File: config.mk
export PLATFORM = sky130hd
export DESIGN_NAME = haptic_paddle_effect_controller_core
export DESIGN_NICKNAME = d
export VERILOG_FILES = /design/src/rtl/core/hpec_pkg.sv /design/src/rtl/core/hpec_in_stage.sv /design/src/rtl/core/hpec_effect.sv /design/src/rtl/core/haptic_paddle_effect_controller_core.sv
export SDC_FILE = /design/constraint.sdc
export NUM_CORES = 1
export LEC_CHECK = 0
export BUFFER_PORTS_ARGS = -buffer_cell sky130_fd_sc_hd__buf_2
export CAP_MARGIN = 10
export CORE_MARGIN = 2
export CORE_UTILIZATION = 35
export DETAILED_ROUTE_END_ITERATION = 12
export HOLD_SLACK_MARGIN = 0.05
export PLACE_DENSITY = 0.54
export SLEW_MARGIN = 20
export SYNTH_ARGS = -nofsm -noshare
export SYNTH_HDL_FRONTEND = slang
export SYNTH_SLANG_ARGS = --single-unit
File: constraint.sdc
create_clock -name clk_i -period 18.42 [get_ports clk_i]
set_clock_uncertainty 0.15 [all_clocks]
set_input_delay 0 -clock clk_i [delete_from_list [all_inputs] [get_ports clk_i]]
set_output_delay 0 -clock clk_i [all_outputs]
set_load 0.02 [all_outputs]
File: src/rtl/core/hpec_pkg.sv
// Shared types, codes and constants of the haptic paddle effect controller.
`timescale 1ns / 1ps
package hpec_pkg;

  typedef enum logic [1:0] {
    OP_SET_MODE = 2'd0,
    OP_SAMPLE   = 2'd1,
    OP_TICK     = 2'd2,
    OP_SET_DUTY = 2'd3
  } op_e;

  typedef enum logic [1:0] {
    MODE_SPRING  = 2'd0,
    MODE_DAMPER  = 2'd1,
    MODE_TEXTURE = 2'd2,
    MODE_WALL    = 2'd3
  } mode_e;

  localparam logic [15:0] PwmPeriodReset = 16'd15999;
  localparam logic [15:0] DutyReset      = 16'd999;
  localparam logic [13:0] AngleMask      = 14'h3FFF;
  localparam logic [26:0] AngleRecip     = 27'd5243;
  localparam int unsigned AngleShift     = 19;
  localparam logic [7:0]  SpringHi       = 8'd62;
  localparam logic [7:0]  SpringLo       = 8'd58;
  localparam logic [7:0]  SpringCenter   = 8'd60;
  localparam logic [7:0]  TexA           = 8'd29;
  localparam logic [7:0]  TexB           = 8'd37;
  localparam logic [16:0] DampBand       = 17'd3;
  localparam logic [16:0] DampLimit      = 17'd70;
  localparam logic signed [15:0] WallPos = 16'sd60;
  localparam logic signed [15:0] WallNeg = -16'sd60;

  typedef struct packed {
    op_e         operation;
    logic [1:0]  mode_value;
    logic [15:0] raw_reading;
    logic [15:0] duty_value;
  } item_t;

  typedef struct packed {
    logic        motor_dir;
    logic        motor_off;
    logic [15:0] duty;
    logic [15:0] position;
    logic [7:0]  angle;
    logic [1:0]  mode;
  } result_t;

  typedef struct packed {
    logic valid;
    logic advance;
  } stage_ctl_t;

  function automatic logic [7:0] mod_const(input logic [7:0] a, input logic [7:0] m);
    logic [7:0] r;
    r = a;
    for (int i = 0; i < 6; i++) begin
      if (r >= m) begin
        r = r - m;
      end
    end
    return r;
  endfunction

endpackage

File: src/rtl/core/hpec_in_stage.sv
// Input register stage: holds one accepted item until the effect stage takes it.
`timescale 1ns / 1ps
module hpec_in_stage
  import hpec_pkg::*;
(
  input  logic       clk_i,
  input  logic       rst_ni,
  input  logic       in_valid_i,
  output logic       in_stall_o,
  input  item_t      item_i,
  input  logic       advance_i,
  output stage_ctl_t ctl_o,
  output item_t      item_o
);

  logic  valid_q, valid_d;
  item_t item_q;
  logic  load;

  assign in_stall_o = valid_q & ~advance_i;
  assign load       = in_valid_i & ~in_stall_o;

  always_comb begin
    valid_d = valid_q;
    if (load) begin
      valid_d = 1'b1;
    end else if (advance_i) begin
      valid_d = 1'b0;
    end
  end

  always_ff @(posedge clk_i or negedge rst_ni) begin
    if (!rst_ni) begin
      valid_q <= 1'b0;
    end else begin
      valid_q <= valid_d;
    end
  end

  always_ff @(posedge clk_i) begin
    if (load) begin
      item_q <= item_i;
    end
  end

  assign ctl_o.valid   = valid_q;
  assign ctl_o.advance = advance_i;
  assign item_o        = item_q;

endmodule

File: src/rtl/core/hpec_effect.sv
// Effect state and the per-item sample and mode rule update.
`timescale 1ns / 1ps
module hpec_effect
  import hpec_pkg::*;
(
  input  logic        clk_i,
  input  logic        rst_ni,
  input  stage_ctl_t  ctl_i,
  input  item_t       item_i,
  input  logic [15:0] pwm_period_i,
  output result_t     result_o
);

  logic [1:0]         mode_q, mode_d;
  logic               rearm_q, rearm_d;
  logic signed [15:0] pos_q, pos_d;
  logic [7:0]         angle_q, angle_d;
  logic [7:0]         prev_q, prev_d;
  logic signed [15:0] hold_q, hold_d;
  logic               dir_q, dir_d;
  logic               off_q, off_d;
  logic [15:0]        duty_q, duty_d;

  logic               en;
  logic [26:0]        prod;
  logic [7:0]         samp_angle;
  logic signed [16:0] diff;
  logic signed [16:0] sum;
  logic signed [15:0] samp_pos;
  logic [7:0]         a;
  logic signed [15:0] p;
  logic signed [15:0] hold_eff;
  logic signed [16:0] d;
  logic [16:0]        m;
  logic [7:0]         r1, r2;
  logic               run;

  assign en = ctl_i.valid & ctl_i.advance;

  assign prod       = {13'd0, item_i.raw_reading[13:0] & AngleMask} * AngleRecip;
  assign samp_angle = prod[AngleShift +: 8];
  assign diff       = $signed({9'd0, samp_angle}) - $signed({9'd0, prev_q});
  assign sum        = $signed({pos_q[15], pos_q}) + diff;

  always_comb begin
    if (sum[16] != sum[15]) begin
      samp_pos = sum[16] ? 16'sh8000 : 16'sh7FFF;
    end else begin
      samp_pos = sum[15:0];
    end
  end

  always_comb begin
    mode_d  = mode_q;
    rearm_d = rearm_q;
    pos_d   = pos_q;
    angle_d = angle_q;
    prev_d  = prev_q;
    hold_d  = hold_q;
    dir_d   = dir_q;
    off_d   = off_q;
    duty_d  = duty_q;
    run     = 1'b0;
    case (item_i.operation)
      OP_SET_MODE: begin
        mode_d  = item_i.mode_value;
        rearm_d = 1'b1;
      end
      OP_SAMPLE: begin
        angle_d = samp_angle;
        prev_d  = samp_angle;
        if (samp_angle != prev_q && samp_angle != 8'd0 && prev_q != 8'd0) begin
          pos_d = samp_pos;
        end
        run = 1'b1;
      end
      OP_TICK: begin
        run = 1'b1;
      end
      OP_SET_DUTY: begin
        duty_d = item_i.duty_value;
      end
      default: begin
        run = 1'b0;
      end
    endcase

    a        = angle_d;
    p        = pos_d;
    hold_eff = rearm_q ? p : hold_q;
    d        = $signed({p[15], p}) - $signed({hold_eff[15], hold_eff});
    m        = d[16] ? 17'(-d) : 17'(d);
    r1       = mod_const(a, TexA);
    r2       = mod_const(a, TexB);

    if (run) begin
      case (mode_q)
        MODE_SPRING: begin
          if (a >= SpringHi || a <= SpringLo) begin
            off_d = 1'b0;
            dir_d = (a > SpringCenter) ? 1'b0 : 1'b1;
          end else begin
            off_d = 1'b1;
          end
          rearm_d = 1'b0;
        end
        MODE_DAMPER: begin
          hold_d = hold_eff;
          if (m >= DampBand) begin
            off_d = 1'b0;
            dir_d = (d > 17'sd0) ? 1'b0 : 1'b1;
            if (m >= DampLimit) begin
              duty_d = 16'd0;
            end
          end else begin
            off_d  = 1'b1;
            duty_d = {4'd0, pwm_period_i[15:4]};
          end
          rearm_d = 1'b0;
        end
        MODE_TEXTURE: begin
          if (r1 inside {[8'd0:8'd2], [8'd27:8'd28]}) begin
            dir_d = 1'b1;
            off_d = 1'b0;
          end else if (r2 inside {[8'd0:8'd2], [8'd35:8'd36]}) begin
            dir_d = 1'b0;
            off_d = 1'b0;
          end else begin
            off_d = 1'b1;
          end
        end
        default: begin
          if (p >= WallPos) begin
            dir_d = 1'b0;
            off_d = 1'b0;
          end else if (p <= WallNeg) begin
            dir_d = 1'b1;
            off_d = 1'b0;
          end else begin
            off_d = 1'b1;
          end
        end
      endcase
    end
  end

  always_ff @(posedge clk_i or negedge rst_ni) begin
    if (!rst_ni) begin
      mode_q  <= MODE_TEXTURE;
      rearm_q <= 1'b0;
      pos_q   <= '0;
      angle_q <= '0;
      prev_q  <= '0;
      hold_q  <= '0;
      dir_q   <= 1'b0;
      off_q   <= 1'b1;
      duty_q  <= DutyReset;
    end else if (en) begin
      mode_q  <= mode_d;
      rearm_q <= rearm_d;
      pos_q   <= pos_d;
      angle_q <= angle_d;
      prev_q  <= prev_d;
      hold_q  <= hold_d;
      dir_q   <= dir_d;
      off_q   <= off_d;
      duty_q  <= duty_d;
    end
  end

  assign result_o.motor_dir = dir_d;
  assign result_o.motor_off = off_d;
  assign result_o.duty      = duty_d;
  assign result_o.position  = pos_d;
  assign result_o.angle     = angle_d;
  assign result_o.mode      = mode_d;

  a_set_mode_arms: assert property (@(posedge clk_i) disable iff (!rst_ni)
    en && item_i.operation == OP_SET_MODE |=> rearm_q && mode_q == $past(item_i.mode_value))
    else $error("set mode did not arm the hold latch");

  a_set_duty_writes: assert property (@(posedge clk_i) disable iff (!rst_ni)
    en && item_i.operation == OP_SET_DUTY |=> duty_q == $past(item_i.duty_value))
    else $error("set duty did not write the duty");

  a_tick_keeps_position: assert property (@(posedge clk_i) disable iff (!rst_ni)
    en && item_i.operation == OP_TICK |=> pos_q == $past(pos_q) && angle_q == $past(angle_q))
    else $error("tick changed position or angle");

  a_idle_holds_state: assert property (@(posedge clk_i) disable iff (!rst_ni)
    !en |=> $stable(pos_q) && $stable(duty_q) && $stable(mode_q))
    else $error("state changed without an item");

endmodule

File: src/rtl/core/haptic_paddle_effect_controller_core.sv
// Top level of the haptic paddle effect controller: input stage, effect stage, result register.
//
//   channel | direction | handshake             | payload
//   in      | input     | in_valid_i/in_stall_o  | operation, mode_value, raw_reading, duty_value
//   out     | output    | out_valid_o/out_stall_i| motor_dir, motor_off, duty, position, angle, mode
//   cfg     | input     | cfg_valid_i/cfg_ready_o| cfg_data_i (pwm_period)
//
// One item per cycle sustained while out_stall_i is low; each accepted item waits in the input
// register and is written to the result register when the effect stage advances.
// Reset clears the handshake state and loads the register reset values; no clearing pass.
// A stalled result holds the effect stage; the input register then holds one more item.
`timescale 1ns / 1ps
module haptic_paddle_effect_controller_core
  import hpec_pkg::*;
(
  input  logic        clk_i,
  input  logic        rst_ni,
  input  logic        in_valid_i,
  output logic        in_stall_o,
  input  logic [1:0]  operation_i,
  input  logic [1:0]  mode_value_i,
  input  logic [15:0] raw_reading_i,
  input  logic [15:0] duty_value_i,
  output logic        out_valid_o,
  input  logic        out_stall_i,
  output logic        motor_dir_o,
  output logic        motor_off_o,
  output logic [15:0] duty_o,
  output logic signed [15:0] position_o,
  output logic [7:0]  angle_o,
  output logic [1:0]  mode_o,
  input  logic        cfg_valid_i,
  output logic        cfg_ready_o,
  input  logic [15:0] cfg_data_i
);

  item_t      in_item;
  item_t      stage_item;
  stage_ctl_t stage_ctl;
  result_t    result;
  result_t    out_q;
  logic       out_valid_q;
  logic       advance;
  logic [15:0] pwm_period_q;

  assign in_item.operation   = op_e'(operation_i);
  assign in_item.mode_value  = mode_value_i;
  assign in_item.raw_reading = raw_reading_i;
  assign in_item.duty_value  = duty_value_i;

  assign advance = stage_ctl.valid & (~out_valid_q | ~out_stall_i);

  hpec_in_stage u_in_stage (
    .clk_i      (clk_i),
    .rst_ni     (rst_ni),
    .in_valid_i (in_valid_i),
    .in_stall_o (in_stall_o),
    .item_i     (in_item),
    .advance_i  (advance),
    .ctl_o      (stage_ctl),
    .item_o     (stage_item)
  );

  hpec_effect u_effect (
    .clk_i        (clk_i),
    .rst_ni       (rst_ni),
    .ctl_i        (stage_ctl),
    .item_i       (stage_item),
    .pwm_period_i (pwm_period_q),
    .result_o     (result)
  );

  assign cfg_ready_o = 1'b1;

  always_ff @(posedge clk_i or negedge rst_ni) begin
    if (!rst_ni) begin
      pwm_period_q <= PwmPeriodReset;
    end else if (cfg_valid_i && cfg_ready_o) begin
      pwm_period_q <= cfg_data_i;
    end
  end

  always_ff @(posedge clk_i or negedge rst_ni) begin
    if (!rst_ni) begin
      out_valid_q <= 1'b0;
    end else if (advance) begin
      out_valid_q <= 1'b1;
    end else if (!out_stall_i) begin
      out_valid_q <= 1'b0;
    end
  end

  always_ff @(posedge clk_i) begin
    if (advance) begin
      out_q <= result;
    end
  end

  assign out_valid_o = out_valid_q;
  assign motor_dir_o = out_q.motor_dir;
  assign motor_off_o = out_q.motor_off;
  assign duty_o      = out_q.duty;
  assign position_o  = out_q.position;
  assign angle_o     = out_q.angle;
  assign mode_o      = out_q.mode;

endmodule
* Word-level counts from Yosys, hierarchy flattened
Cells that the tools add are included.
Cells by class: add/subtract/negate cells 16, multiply operators 1, magnitude comparators 28, equal/unequal tests 8, multiplexer cells 51, bitwise gates (word level) 9, reductions and logical operators 18
Operator list (number):
- $mux W16 | 10
- $mux W8 | 13
- $ge A8 B6 Y1 const B | 8
- $ge A8 B5 Y1 const B | 7
- $sub A8 B5 Y8 const B | 6
- $sub A8 B6 Y8 const B | 6
- $mul A14 B13 Y27 const B | 1
- $mux W1 | 24
- $add A16 B9 Y17 | 1
- $ge A17 B2 Y1 const B | 1
- $ge A17 B7 Y1 const B | 1
- $gt A17 B1 Y1 const B | 1
- $mux W17 | 1
- $neg A17 Y17 | 1
- $sub A16 B16 Y17 | 1
- $ge A16 B7 Y1 const B | 1
- $ge A8 B1 Y1 const B | 2
- $le A16 B7 Y1 const B | 1
- $le A8 B2 Y1 const B | 2
- $le A8 B6 Y1 const B | 2
- $reduce_bool A8 Y1 | 2
- $sub A8 B8 Y9 | 1
- $gt A8 B6 Y1 const B | 1
- $le A8 B5 Y1 const B | 1
- 17 further kinds | 36
Storage, ports and cells: register bits 165, bits of input ports 57, output and inout bits 47, logic and storage cells 153

* Logic depth before layout (Yosys ltp)
Gate-level depths: netlist (run 1).
depth after elaboration 21, mapped depth 68, gate-level depth less buffers 65

* Cells and area by module
A second synthesis (run 1) with hierarchy kept.
Second synthesis, totals: cell total of the unflattened synthesis 2014, area, all modules 17629.4 um^2
Modules (own cells, without submodules):
- hpec_effect | instances 1, cells each 1888, area each 14438.8 um^2
- haptic_paddle_effect_controller_core | instances 1, cells each 83, area each 2037.0 um^2
- hpec_in_stage | instances 1, cells each 43, area each 1153.6 um^2

* Worst setup path before layout (run 1)
OpenSTA, ideal clock, no wires.
path type reg-to-reg, start point register u_in_stage.item_q (netlist bit u_in_stage.item_o[24]), end point register out_q (netlist bit motor_dir_o) (data pin), library setup time 136 ps, arrival 13356 ps, path slack 4778 ps, stages on the path, launching flop included 63, buffers on the path 2, clock period less this slack 13642 ps, path through edfxtp_1 > ha_1 > fa_1 > fa_1 > inv_1 > fa_1 > fa_1 > inv_1 > ha_1 > a21oi_1 > a211oi_1 > a211o_1 > a31oi_1 > xor2_1 > ha_1 > inv_1 > fa_1 > a21o_1 > [27 not listed] > a21oi_1 > o21ai_0 > a21oi_1 > o21ai_0 > a21oi_1 > o21ai_0 > a21oi_1 > o211ai_1 > and2_1 > clkbuf_1 > nor4b_1 > o22ai_1 > nand4b_1 > nor2_1 > nor2_1 > a2111oi_0 > o21ai_0 > nand3_1
RTL lines:
- start: declaration | RTL line hpec_in_stage.sv:17 | item_t item_q;
- start signal: assignment | RTL line hpec_in_stage.sv:42 | item_q <= item_i;
- end signal: assignment | RTL line haptic_paddle_effect_controller_core.sv:95 | out_q <= result;
- end: declaration | RTL line haptic_paddle_effect_controller_core.sv:41 | result_t out_q;

==> summary.md, run 1 <==
GRT
- largest net degree at the start of global routing: 67
- global-route wire length before repair: 74.7 mm
- overflow left after global routing: 0
- initial antenna violation count: 0
- vias in the first global route: 14,500
- global-route total usage across every layer: 18.4%

Synthesis
- cell accounting for the most synthesized area: sky130_fd_sc_hd__edfxtp_1
- top_reg_cell synth: sky130_fd_sc_hd__edfxtp_1
- post-synthesis cell type count: 123
- total standard cell area after synthesis: 16,700 sq um
- portion of synthesized cell area occupied by the leading cell type: 14.0%
- Syn Inst Count: 1,900
- most common cell in the synthesized netlist: sky130_fd_sc_hd__nand2_1
- leading cell types by count after synthesis: sky130_fd_sc_hd__nand2_1 (240), sky130_fd_sc_hd__inv_1 (202), sky130_fd_sc_hd__ha_1 (151)
- EDFF count, synth: 78
- total nets after synthesis: 2,174
- number of warnings reported in the yosys synthesis log: 0
- cells taking the most area after synthesis: sky130_fd_sc_hd__edfxtp_1 (14%), sky130_fd_sc_hd__ha_1 (11%), sky130_fd_sc_hd__dfrtp_1 (9.7%), sky130_fd_sc_hd__fa_1 (7.9%), sky130_fd_sc_hd__nand2_1 (5.4%)
- Post-synth ARST share: 51.6%
- sequential area share after synthesis: 26.6%
- flop and latch count out of synthesis: 161
- Avg Cell Area, Syn: 8.79 sq um

Cells and area
- Cell Count, Final, Fillers Out: 2,656
- Storage cell area: 4440 sq um
- fraction of layout instances using a drive strength above 1: 12.2%
- summed area of non-filler cells in the final layout: 19,000 sq um
- Antenna Diode Count: 0
- Synth-to-Final Area Change: 13.9%
- NumNets Final: 2,302
- count of filler cells inserted in the layout: 4,749
- area taken by multi-input logic gates: 11,200 sq um

Timing
- setup repair after global routing missed its margin: false
- slew of the pin with the lowest slew margin: 1.08 ns
- crit share post-route: 84.6%
- final hold vios: 0
- final-report max-slew violation count: 0
- Worst slew margin: 27.9%
- minimum clock period: 15.59 ns
- highest clock frequency the design can meet: 0.0642 GHz
- aggregate negative setup slack: 0 ns
- Finish-stage setup viols: 0

Worst setup path
- critical path data required time: 18.58 ns
- slowest library cell on the worst path: sky130_fd_sc_hd__a2111oi_0
- Critical Path Start Type: register
- endpoint type of the worst setup path: register
- crit-path max cell delay: 0.65 ns
- dominant cell type by count on the critical path: sky130_fd_sc_hd__o21ai_0
- launch point of the worst path: u_in_stage.item_o[20]
- worst r2r src: u_in_stage.item_o[20]
- Worst Path Max Fanout: 8
- arrival time reported for the critical path endpoint: 15.75 ns
- startpoint-to-endpoint class of the critical path: reg -> reg

Clock tree
- clock insertion delay at the later pin of the skew report: 0.45 ns
- total number of clock tree sinks: 161
- number of instances resized during post-cts repair: 0
- clock tree from TritonCTS: built
- clock tree root buffer cell: sky130_fd_sc_hd__clkbuf_16
- total number of H-tree levels: 4
- clock buffer count from CTS: 17
- clock buffer depth: 2
- Clock Pin Slew Worst Setup and Hold Paths: 0.07 ns

Detailed routing
- length of routed met3 wiring: 1.78 mm
- number of search-and-repair iterations in the first detailed-routing pass: 6
- top routing layer in use: met4
- met2 WL: 20.4 mm
- violation count after the first detailed-route iteration: 909
- post-detailed-route via-to-cell ratio: 5.48
- Met1 Routed Length: 22.0 mm
- Post-Route WL: 44.8 mm
- via count: 14,600
- residual DRC count: 0
- residual antenna-violating net count after detailed routing: 0
- final routed wire length divided by cell count: 16.9 microns

Die
- Cell Rows: 80
- effective utilization at floorplan: 35.2%
- core outline area: 47,400 sq um
- vertical die dimension: 222 microns
- die width: 222 microns
- Die Area: 49,500 sq um
- I/O pin total: 104

Outcome
- run status: finished clean

Worst hold path
- worst min path class: in -> reg
- origin of the worst min-delay path: raw_reading_i[10]

Place
- DPL Wire Length: 34.0 mm
- Post-Place Cell Area: 17,800 sq um
- Port Buffers: 96
- Cells after DPL: 2,560
- GPL Wtd Cong: 0.885

Run
- max_cap viols: 0

[placed cells by master (no fill, tap or decap), types with 11 or more instances in the layout]
| cell | synthesis | routed |
|---|---|---|
| sky130_fd_sc_hd__nand3_1 | 43 | 43 |
| sky130_fd_sc_hd__or3_1 | 11 | 11 |
| sky130_fd_sc_hd__ha_1 | 151 | 151 |
| sky130_fd_sc_hd__buf_2 | 12 | 95 |
| sky130_fd_sc_hd__a211o_1 | 12 | 12 |
| sky130_fd_sc_hd__o21bai_1 | 15 | 15 |
| sky130_fd_sc_hd__xor2_1 | 13 | 13 |
| sky130_fd_sc_hd__nor2_1 | 106 | 105 |
| sky130_fd_sc_hd__inv_1 | 202 | 202 |
| sky130_fd_sc_hd__edfxtp_1 | 78 | 78 |
| sky130_fd_sc_hd__o21a_1 | 14 | 14 |
| sky130_fd_sc_hd__dlygate4sd3_1 | 0 | 64 |
| sky130_fd_sc_hd__nor4_1 | 15 | 14 |
| sky130_fd_sc_hd__xnor2_1 | 44 | 44 |
| sky130_fd_sc_hd__fa_1 | 66 | 66 |
| sky130_fd_sc_hd__mux2i_1 | 52 | 52 |
| sky130_fd_sc_hd__nand4_1 | 19 | 19 |
| sky130_fd_sc_hd__a31oi_1 | 22 | 22 |
| sky130_fd_sc_hd__o31ai_1 | 15 | 15 |
| sky130_fd_sc_hd__and3_1 | 21 | 21 |
| sky130_fd_sc_hd__nor3_1 | 22 | 22 |
| sky130_fd_sc_hd__nand2_1 | 240 | 240 |
| sky130_fd_sc_hd__a211oi_1 | 18 | 18 |
| sky130_fd_sc_hd__a21oi_1 | 98 | 98 |
| sky130_fd_sc_hd__o211ai_1 | 25 | 25 |
| sky130_fd_sc_hd__dfrtp_1 | 65 | 65 |
| sky130_fd_sc_hd__and2_1 | 18 | 17 |
| sky130_fd_sc_hd__a21o_1 | 17 | 17 |
| sky130_fd_sc_hd__mux2_2 | 24 | 24 |
| sky130_fd_sc_hd__buf_4 | 3 | 11 |
| sky130_fd_sc_hd__nand2b_1 | 13 | 13 |
| sky130_fd_sc_hd__o21ai_0 | 129 | 129 |
| sky130_fd_sc_hd__clkbuf_16 | 0 | 17 |
| sky130_fd_sc_hd__maj3_1 | 19 | 19 |
| sky130_fd_sc_hd__dfstp_2 | 18 | 18 |
[worst max-delay path, delay by kind of cell, from the launching register on]
family                   cells  cell delay (ns)
flip-flops                   1             0.51
XOR/XNOR                     1             0.31
AND/OR/NAND/NOR              9             1.20
adder cells (fa/ha/maj)     13             5.05
AO/OA/AOI/OAI               30             7.22
multiplexers                 1             0.47
buffers and inverters        6             0.50
[timing repair]
| item | in CTS | in global routing |
|---|---|---|
| setup buffers | 0 | 0 |
| hold buffers | 64 | 0 |
| hold endpoints to repair | 124 | 0 |
[stage by stage]
step / util (%) / worst slack [ns] / hold WS [ns]
floorplan: - / 4.78 / -0.446
global placement: 37.5 / 3.17 / -0.258
detailed placement: 37.5 / 3.01 / -0.257
CTS: 40.1 / 2.91 / 0.0754
global route: 40.1 / 1.53 / 0.106
finish: 40.1 / 2.83 / 0.109
[layer usage]
| layer | track usage (%) | vias up |
|---|---|---|
| met2 | 30.5 | 350 |
| met4 | 4.48 | 0 |
| li1 | - | 7118 |
| met3 | 2.17 | 43 |
| met1 | 25.7 | 7042 |
| met5 | 0 | - |
[final timing paths]
path                                         end  slack (ns)  cells after the start
hold reg to reg               u_effect.duty_q[6]        0.31                      2
min in group asynchronous     u_effect.duty_q[8]        0.48                      3
max in group asynchronous     u_in_stage.valid_q       16.44                      4
setup reg to reg                     motor_dir_o        2.83                     60
hold / removal             u_in_stage.item_o[26]        0.11                      2
setup / recovery                     motor_dir_o        2.83                     60
[cell families after synthesis]
logic type	count (synthesis)	synth area share (%)
simple gates	565	16.4
other cells	1	0.0224
compound gates	528	22.1
mux	79	5.00
fa+ha+maj	236	20.4
buf+inv	271	6.34
xor+xnor	59	3.22
flops	161	26.6
[state kept, by name, summed over array words and instances, names as in the netlist]
register	cells
u_effect.off_q	1
u_effect.hold_q	16
out_valid_o	1
motor_dir_o	1
u_effect.duty_q	16
duty_o	16
u_effect.mode_q	2
u_effect.rearm_q	1
motor_off_o	1
u_effect.dir_q	1
pwm_period_q	12
u_effect.angle_q	8
angle_o	8
u_in_stage.item_o	34
u_effect.prev_q	8
u_effect.pos_q	16
u_in_stage.valid_q	1
position_o	16
mode_o	2
[cell type report]
cell class	count	area share, %
tap	615	4.04
clock inverter	11	0.796
sequential	161	23.3
multi-input combinational	1468	59.0
inverter	210	4.14
clock buffer	21	2.42
timing repair buffer	170	6.30
Power of run 1 is left out: the tool's default activity adds up to more than one toggle a clock period on the data nets, which glitch-free logic cannot reach.
==> run 2, diff against run 1 <==
- PLACE_DENSITY: 0.54 -> 0.56
- clock period: 18.42 -> 14.25 ns (I/O delays scaled with it)
==> run 2 against run 1 <==
  * Final cell count is 2.8% higher
  * Die area is the same
  * Highest routed layer unchanged
  * Hold slack got worse by 0.016 ns
  * Critical endpoint is now motor_off_o
  * Design area increased by 4.2%
  * First-iteration DRC count is 4.8% higher
==> summary.md, run 2 (synthesized netlist as in run 1, its figures left out) <==
Cells and area
- Antenna Diode Count: 0, unchanged
- area taken by multi-input logic gates: 11,500 sq um, +2.4%
- Synth-to-Final Area Change: 18.7%
- highest-count cells in the layout ignoring fill and taps: sky130_fd_sc_hd__nand2_1 (239), sky130_fd_sc_hd__inv_1 (202), sky130_fd_sc_hd__ha_1 (145)
- fraction of layout instances using a drive strength above 1: 18.0%, +5.8 points
- count of filler cells inserted in the layout: 4,712, -0.78%
- Layout Utilization: 41.8%, +1.7 points
- Storage cell area: 4440 sq um, unchanged
- NumNets Final: 2,377, +3.3%
- leading cell type in the layout, fill and taps excluded: sky130_fd_sc_hd__nand2_1
- number of flip-flops in the largest register: 34, unchanged

Worst setup path
- endpoint type of the worst setup path: register
- slowest library cell on the worst path: sky130_fd_sc_hd__fa_1
- Critical Path Start Type: register
- critical path data required time: 14.30 ns, -4.28 ns
- arrival time reported for the critical path endpoint: 13.46 ns, -2.29 ns
- startpoint-to-endpoint class of the critical path: reg -> reg
- dominant cell type by count on the critical path: sky130_fd_sc_hd__a21oi_2
- crit-path max cell delay: 0.55 ns, -0.10 ns
- Worst Path Max Fanout: 13, +5

Detailed routing
- violation count after the first detailed-route iteration: 953, +4.8%
- post-detailed-route via-to-cell ratio: 5.48, about the same
- number of search-and-repair iterations in the first detailed-routing pass: 5, -1
- residual antenna-violating net count after detailed routing: 0, unchanged
- via count: 15,000, +2.8%
- residual DRC count: 0, unchanged
- final routed wire length divided by cell count: 16.9 microns, +0.38%
- Post-Route WL: 46.3 mm, +3.2%

Clock tree
- clock buffer count from CTS: 17, unchanged
- clock tree from TritonCTS: built
- total number of clock tree sinks: 161, unchanged
- clock tree root buffer cell: sky130_fd_sc_hd__clkbuf_16
- total number of H-tree levels: 4, unchanged
- clock buffer depth: 2, unchanged
- clock insertion delay at the later pin of the skew report: 0.46 ns, about the same
- Clock Pin Slew Worst Setup and Hold Paths: 0.08 ns, about the same

Timing
- Finish-stage setup viols: 0, unchanged
- final hold vios: 0, unchanged
- minimum clock period: 13.41 ns, -2.18 ns
- crit share post-route: 94.1%, +9.5 points
- setup repair after global routing missed its margin: true
- slew of the pin with the lowest slew margin: 1.05 ns, -0.0347 ns
- highest clock frequency the design can meet: 0.0746 GHz, +16%
- final-report max-slew violation count: 0, unchanged
- Worst slew margin: 30.3%, +2.3 points

Worst hold path
- worst min path class: in -> reg

Die
- Die Area: 49,500 sq um, unchanged
- effective utilization at floorplan: 35.2%, unchanged
- vertical die dimension: 222 microns, unchanged
- core outline area: 47,400 sq um, unchanged
- die width: 222 microns, unchanged
- I/O pin total: 104, unchanged
- Cell Rows: 80, unchanged

Place
- Port Buffers: 96, unchanged
- GPL Wtd Cong: 0.865, -2.2%
- DPL Wire Length: 35.0 mm, +2.9%

GRT
- global-route wire length before repair: 76.1 mm, +1.8%
- vias in the first global route: 14,600, +0.51%
- global-route total usage across every layer: 18.9%, +0.50 points
- initial antenna violation count: 0, unchanged
- largest net degree at the start of global routing: 62, -7.5%
- overflow left after global routing: 0, unchanged

Run
- max_cap viols: 0, unchanged

Outcome
- run status: finished clean

run 2: cell types whose count changed in the layout (fill, tap and decap cells not counted), sizes merged:
cell / before / now
inv: 212 / 218
clkbuf: 21 / 17
buf: 106 / 181
clkinv: 5 / 7
clkinvlp: 1 / 0
bufinv: 3 / 0
run 2: path summary, 6_finish.rpt:
path                                       startpoint                    end  slack, ns  cells past startpoint
min in group asynchronous                      rst_ni        pwm_period_q[6]       0.58                      3
worst max-delay path            u_in_stage.item_o[25]            motor_off_o       0.84                     63
worst max register to register  u_in_stage.item_o[25]            motor_off_o       0.84                     63
worst min-delay path                raw_reading_i[13]  u_in_stage.item_o[29]       0.09                      2
max in group asynchronous                      rst_ni            out_valid_o      12.35                      4
worst min register to register     u_effect.duty_q[9]     u_effect.duty_q[9]       0.31                      2
run 2: cell type report:
cell class              instances  share of cell area, %
clock inverters                15                  0.801
clock buffers                  17                   2.14
repair buffers                245                   8.89
flip-flops and latches        161                   22.4
inverters                     210                   3.97
well taps                     615                   3.88
multi-input cells            1468                   57.9
run 2: per-stage QoR:
| stage | instance area, sq um | setup slack [ns] | instances | setup TNS (ns) | hold WS, ns |
|---|---|---|---|---|---|
| 3_3_place_gp | 18200 | 0.338 | 2613 | 0 | -0.233 |
| 3_5_place_dp | 18200 | 0.181 | 2613 | 0 | -0.233 |
| 4_1_cts | 19400 | 0.0684 | 2709 | 0 | 0.0652 |
| 6_report | 19800 | 0.840 | 2731 | 0 | 0.0934 |
| 2_1_floorplan | 16700 | 0.608 | 1900 | 0 | -0.446 |
| 5_1_grt | 19800 | -0.123 | 2731 | -0.283 | 0.0788 |
run 2: timing repair:
| item | in CTS | in global routing |
|---|---|---|
| resized for setup | 0 | 78 |
| setup buffers | 0 | 21 |
| endpoints found under the hold margin | 125 | 0 |
| hold buffers | 64 | 0 |
| endpoints found under the setup margin | 0 | 36 |
run 2: per-layer routing:
metal / vias to the layer above / global-route usage (%) / share of wire [%]
met4: 0 / 4.89 / 1.5
li1: 7286 / - / -
met3: 41 / 2.29 / 4.5
met1: 7275 / 26.2 / 47
met5: - / 0 / 0
met2: 358 / 31.3 / 47
run 2: worst max-delay path: cells and delay by family, from the launching register on:
| kind | cells | cell delay, ns |
|---|---|---|
| flops | 1 | 0.52 |
| buf+inv | 7 | 0.88 |
| xor+xnor | 3 | 0.47 |
| compound gates | 30 | 4.81 |
| fa+ha+maj | 12 | 4.59 |
| mux | 3 | 0.67 |
| simple gates | 8 | 1.03 |
Power of run 2 is left out for the same reason.
==> run 3, diff against run 2 <==
- CORE_ASPECT_RATIO: default -> 1.5
==> run 3 against run 2 <==
  * Design area is essentially flat
  * Critical path depth shrank 3
  * Utilization is essentially flat
  * Global-route usage grew 0.59 points
  * Clock-buffer cell count is the same
  * Routed wire length grew 3.2%
  * Sequential share of layout area is essentially flat
  * Worst setup slack gained 0.036 ns
  * Hold slack gained 0.013 ns
  * Via count grew 0.16%
  * Register-to-register slack gained 0.04 ns
  * Critical path type unchanged
  * Critical endpoint unchanged
==> summary.md, run 3 (synthesized netlist as in run 1, its figures left out) <==
Die
- Die Area: 49,500 sq um, about the same
- core outline area: 47,500 sq um, about the same
- I/O pin total: 104, unchanged
- effective utilization at floorplan: 35.2%, about the same
- die width: 182 microns, -18%
- vertical die dimension: 272 microns, +22%
- Cell Rows: 98, +23%

Run
- max_cap viols: 0, unchanged

Detailed routing
- residual antenna-violating net count after detailed routing: 0, unchanged
- final routed wire length divided by cell count: 17.6 microns, +3.7%
- post-detailed-route via-to-cell ratio: 5.51, +0.64%
- residual DRC count: 0, unchanged
- number of search-and-repair iterations in the first detailed-routing pass: 5, unchanged
- via count: 15,000, +0.16%
- violation count after the first detailed-route iteration: 758, -20%
- Post-Route WL: 47.7 mm, +3.2%

Worst setup path
- Worst Path Max Fanout: 5, -8
- endpoint type of the worst setup path: register
- arrival time reported for the critical path endpoint: 13.42 ns, -0.04 ns
- critical path data required time: 14.30 ns, about the same
- startpoint-to-endpoint class of the critical path: reg -> reg
- slowest library cell on the worst path: sky130_fd_sc_hd__fa_1
- crit-path max cell delay: 0.55 ns, about the same
- Critical Path Start Type: register

GRT
- initial antenna violation count: 0, unchanged
- overflow left after global routing: 0, unchanged
- global-route total usage across every layer: 19.5%, +0.59 points
- largest net degree at the start of global routing: 67, +8.1%
- vias in the first global route: 15,300, +5.0%
- global-route wire length before repair: 78.0 mm, +2.6%

Cells and area
- highest-count cells in the layout ignoring fill and taps: sky130_fd_sc_hd__nand2_1 (239), sky130_fd_sc_hd__inv_1 (202), sky130_fd_sc_hd__ha_1 (148)
- leading cell type in the layout, fill and taps excluded: sky130_fd_sc_hd__nand2_1
- area taken by multi-input logic gates: 11,500 sq um, -0.27%
- count of filler cells inserted in the layout: 4,655, -1.2%
- number of flip-flops in the largest register: 34, unchanged
- summed area of non-filler cells in the final layout: 19,800 sq um, about the same
- NumNets Final: 2,378, +0.042%
- Synth-to-Final Area Change: 18.6%, about the same
- Storage cell area: 4440 sq um, unchanged
- fraction of layout instances using a drive strength above 1: 17.8%, -0.20 points

Timing
- final hold vios: 0, unchanged
- Worst slew margin: 26.5%, -3.8 points
- highest clock frequency the design can meet: 0.0748 GHz, +0.27%
- final-report max-slew violation count: 0, unchanged
- Finish-stage setup viols: 0, unchanged
- minimum clock period: 13.37 ns, -0.0360 ns
- slew of the pin with the lowest slew margin: 1.10 ns, +0.0563 ns
- crit share post-route: 93.8%, -0.25 points
- final setup margin: 0.876 ns, +0.0360 ns

Outcome
- run status: finished clean

Clock tree
- clock insertion delay at the later pin of the skew report: 0.45 ns, about the same
- total number of H-tree levels: 4, unchanged
- clock buffer count from CTS: 17, unchanged
- clock tree from TritonCTS: built
- clock buffer depth: 2, unchanged
- clock tree root buffer cell: sky130_fd_sc_hd__clkbuf_16
- total number of clock tree sinks: 161, unchanged
- Clock Pin Slew Worst Setup and Hold Paths: 0.08 ns, about the same

Place
- Port Buffers: 96, unchanged
- GPL Wtd Cong: 0.906, +4.8%
- Setup WS pre-CTS: 0.179 ns, -0.00150 ns
- DPL Wire Length: 36.9 mm, +5.4%
- Post-Place Cell Area: 18,300 sq um, +0.63%

Worst hold path
- worst min path class: in -> reg

## run 3: cell count changes in the layout (fill, tap and decap cells not counted), moves of 3 or more
cell | previous run | this run
sky130_fd_sc_hd__ha_1 | 145 | 148
sky130_fd_sc_hd__xnor2_2 | 2 | 5
sky130_fd_sc_hd__a21oi_1 | 77 | 81
sky130_fd_sc_hd__a21oi_2 | 23 | 19
sky130_fd_sc_hd__xnor2_1 | 43 | 40
## run 3: area by class of cell
| class | instances | area share, % |
|---|---|---|
| diodes | 1 | 0.0126 |
| clock buffers | 17 | 2.15 |
| clock inverters | 15 | 0.852 |
| inverters | 210 | 3.98 |
| multi-input cells | 1468 | 57.8 |
| flip-flops and latches | 161 | 22.4 |
| well taps | 600 | 3.79 |
| repair buffers | 246 | 9.00 |
## run 3: worst paths after layout
kind / startpoint / slack [ns] / endpoint / cells past startpoint
max: u_in_stage.item_o[26] / 0.88 / motor_off_o / 60
min: raw_reading_i[10] / 0.11 / u_in_stage.item_o[26] / 2
max reg2reg: u_in_stage.item_o[26] / 0.88 / motor_off_o / 60
min reg2reg: u_effect.duty_q[9] / 0.31 / u_effect.duty_q[9] / 2
max in group asynchronous: rst_ni / 12.82 / u_effect.pos_q[1] / 3
min in group asynchronous: rst_ni / 0.17 / u_effect.hold_q[11] / 3
## run 3: layer usage
layer | GRT usage, % | wire length [microns] | vias to the layer above
met2 | 37.4 | 25700 | 259
met3 | 2.00 | 1040 | 89
met1 | 21.8 | 19300 | 7320
met4 | 8.00 | 1770 | 0
li1 | - | - | 7316
met5 | 0 | 0 | -
## run 3: per-stage QoR
stage	utilization, %	TNS [ns]	hold WS (ns)	std cells
after floorplan	-	0	-0.446	1900
after global placement	38.5	0	-0.257	2614
after detailed placement	38.5	0	-0.255	2614
after CTS	41.1	0	0.0760	2709
after global routing	41.8	-0.183	0.0989	2717
final	41.8	0	0.107	2718
## run 3: repair_timing
action	4_1_cts	5_1_grt
gates resized for setup	0	73
hold buffers	63	0
setup buffers	0	7
setup endpoints to repair	0	36
hold endpoints to repair	113	0
## run 3: worst max-delay path, delay by kind of cell (launching register included)
family / cells / cell delay (ns)
compound gates: 21 / 3.72
simple gates: 13 / 1.84
flops: 1 / 0.51
fa+ha+maj: 13 / 4.87
xor+xnor: 3 / 0.42
buf+inv: 7 / 0.78
mux: 3 / 0.79
Power of run 3 is left out for the same reason.
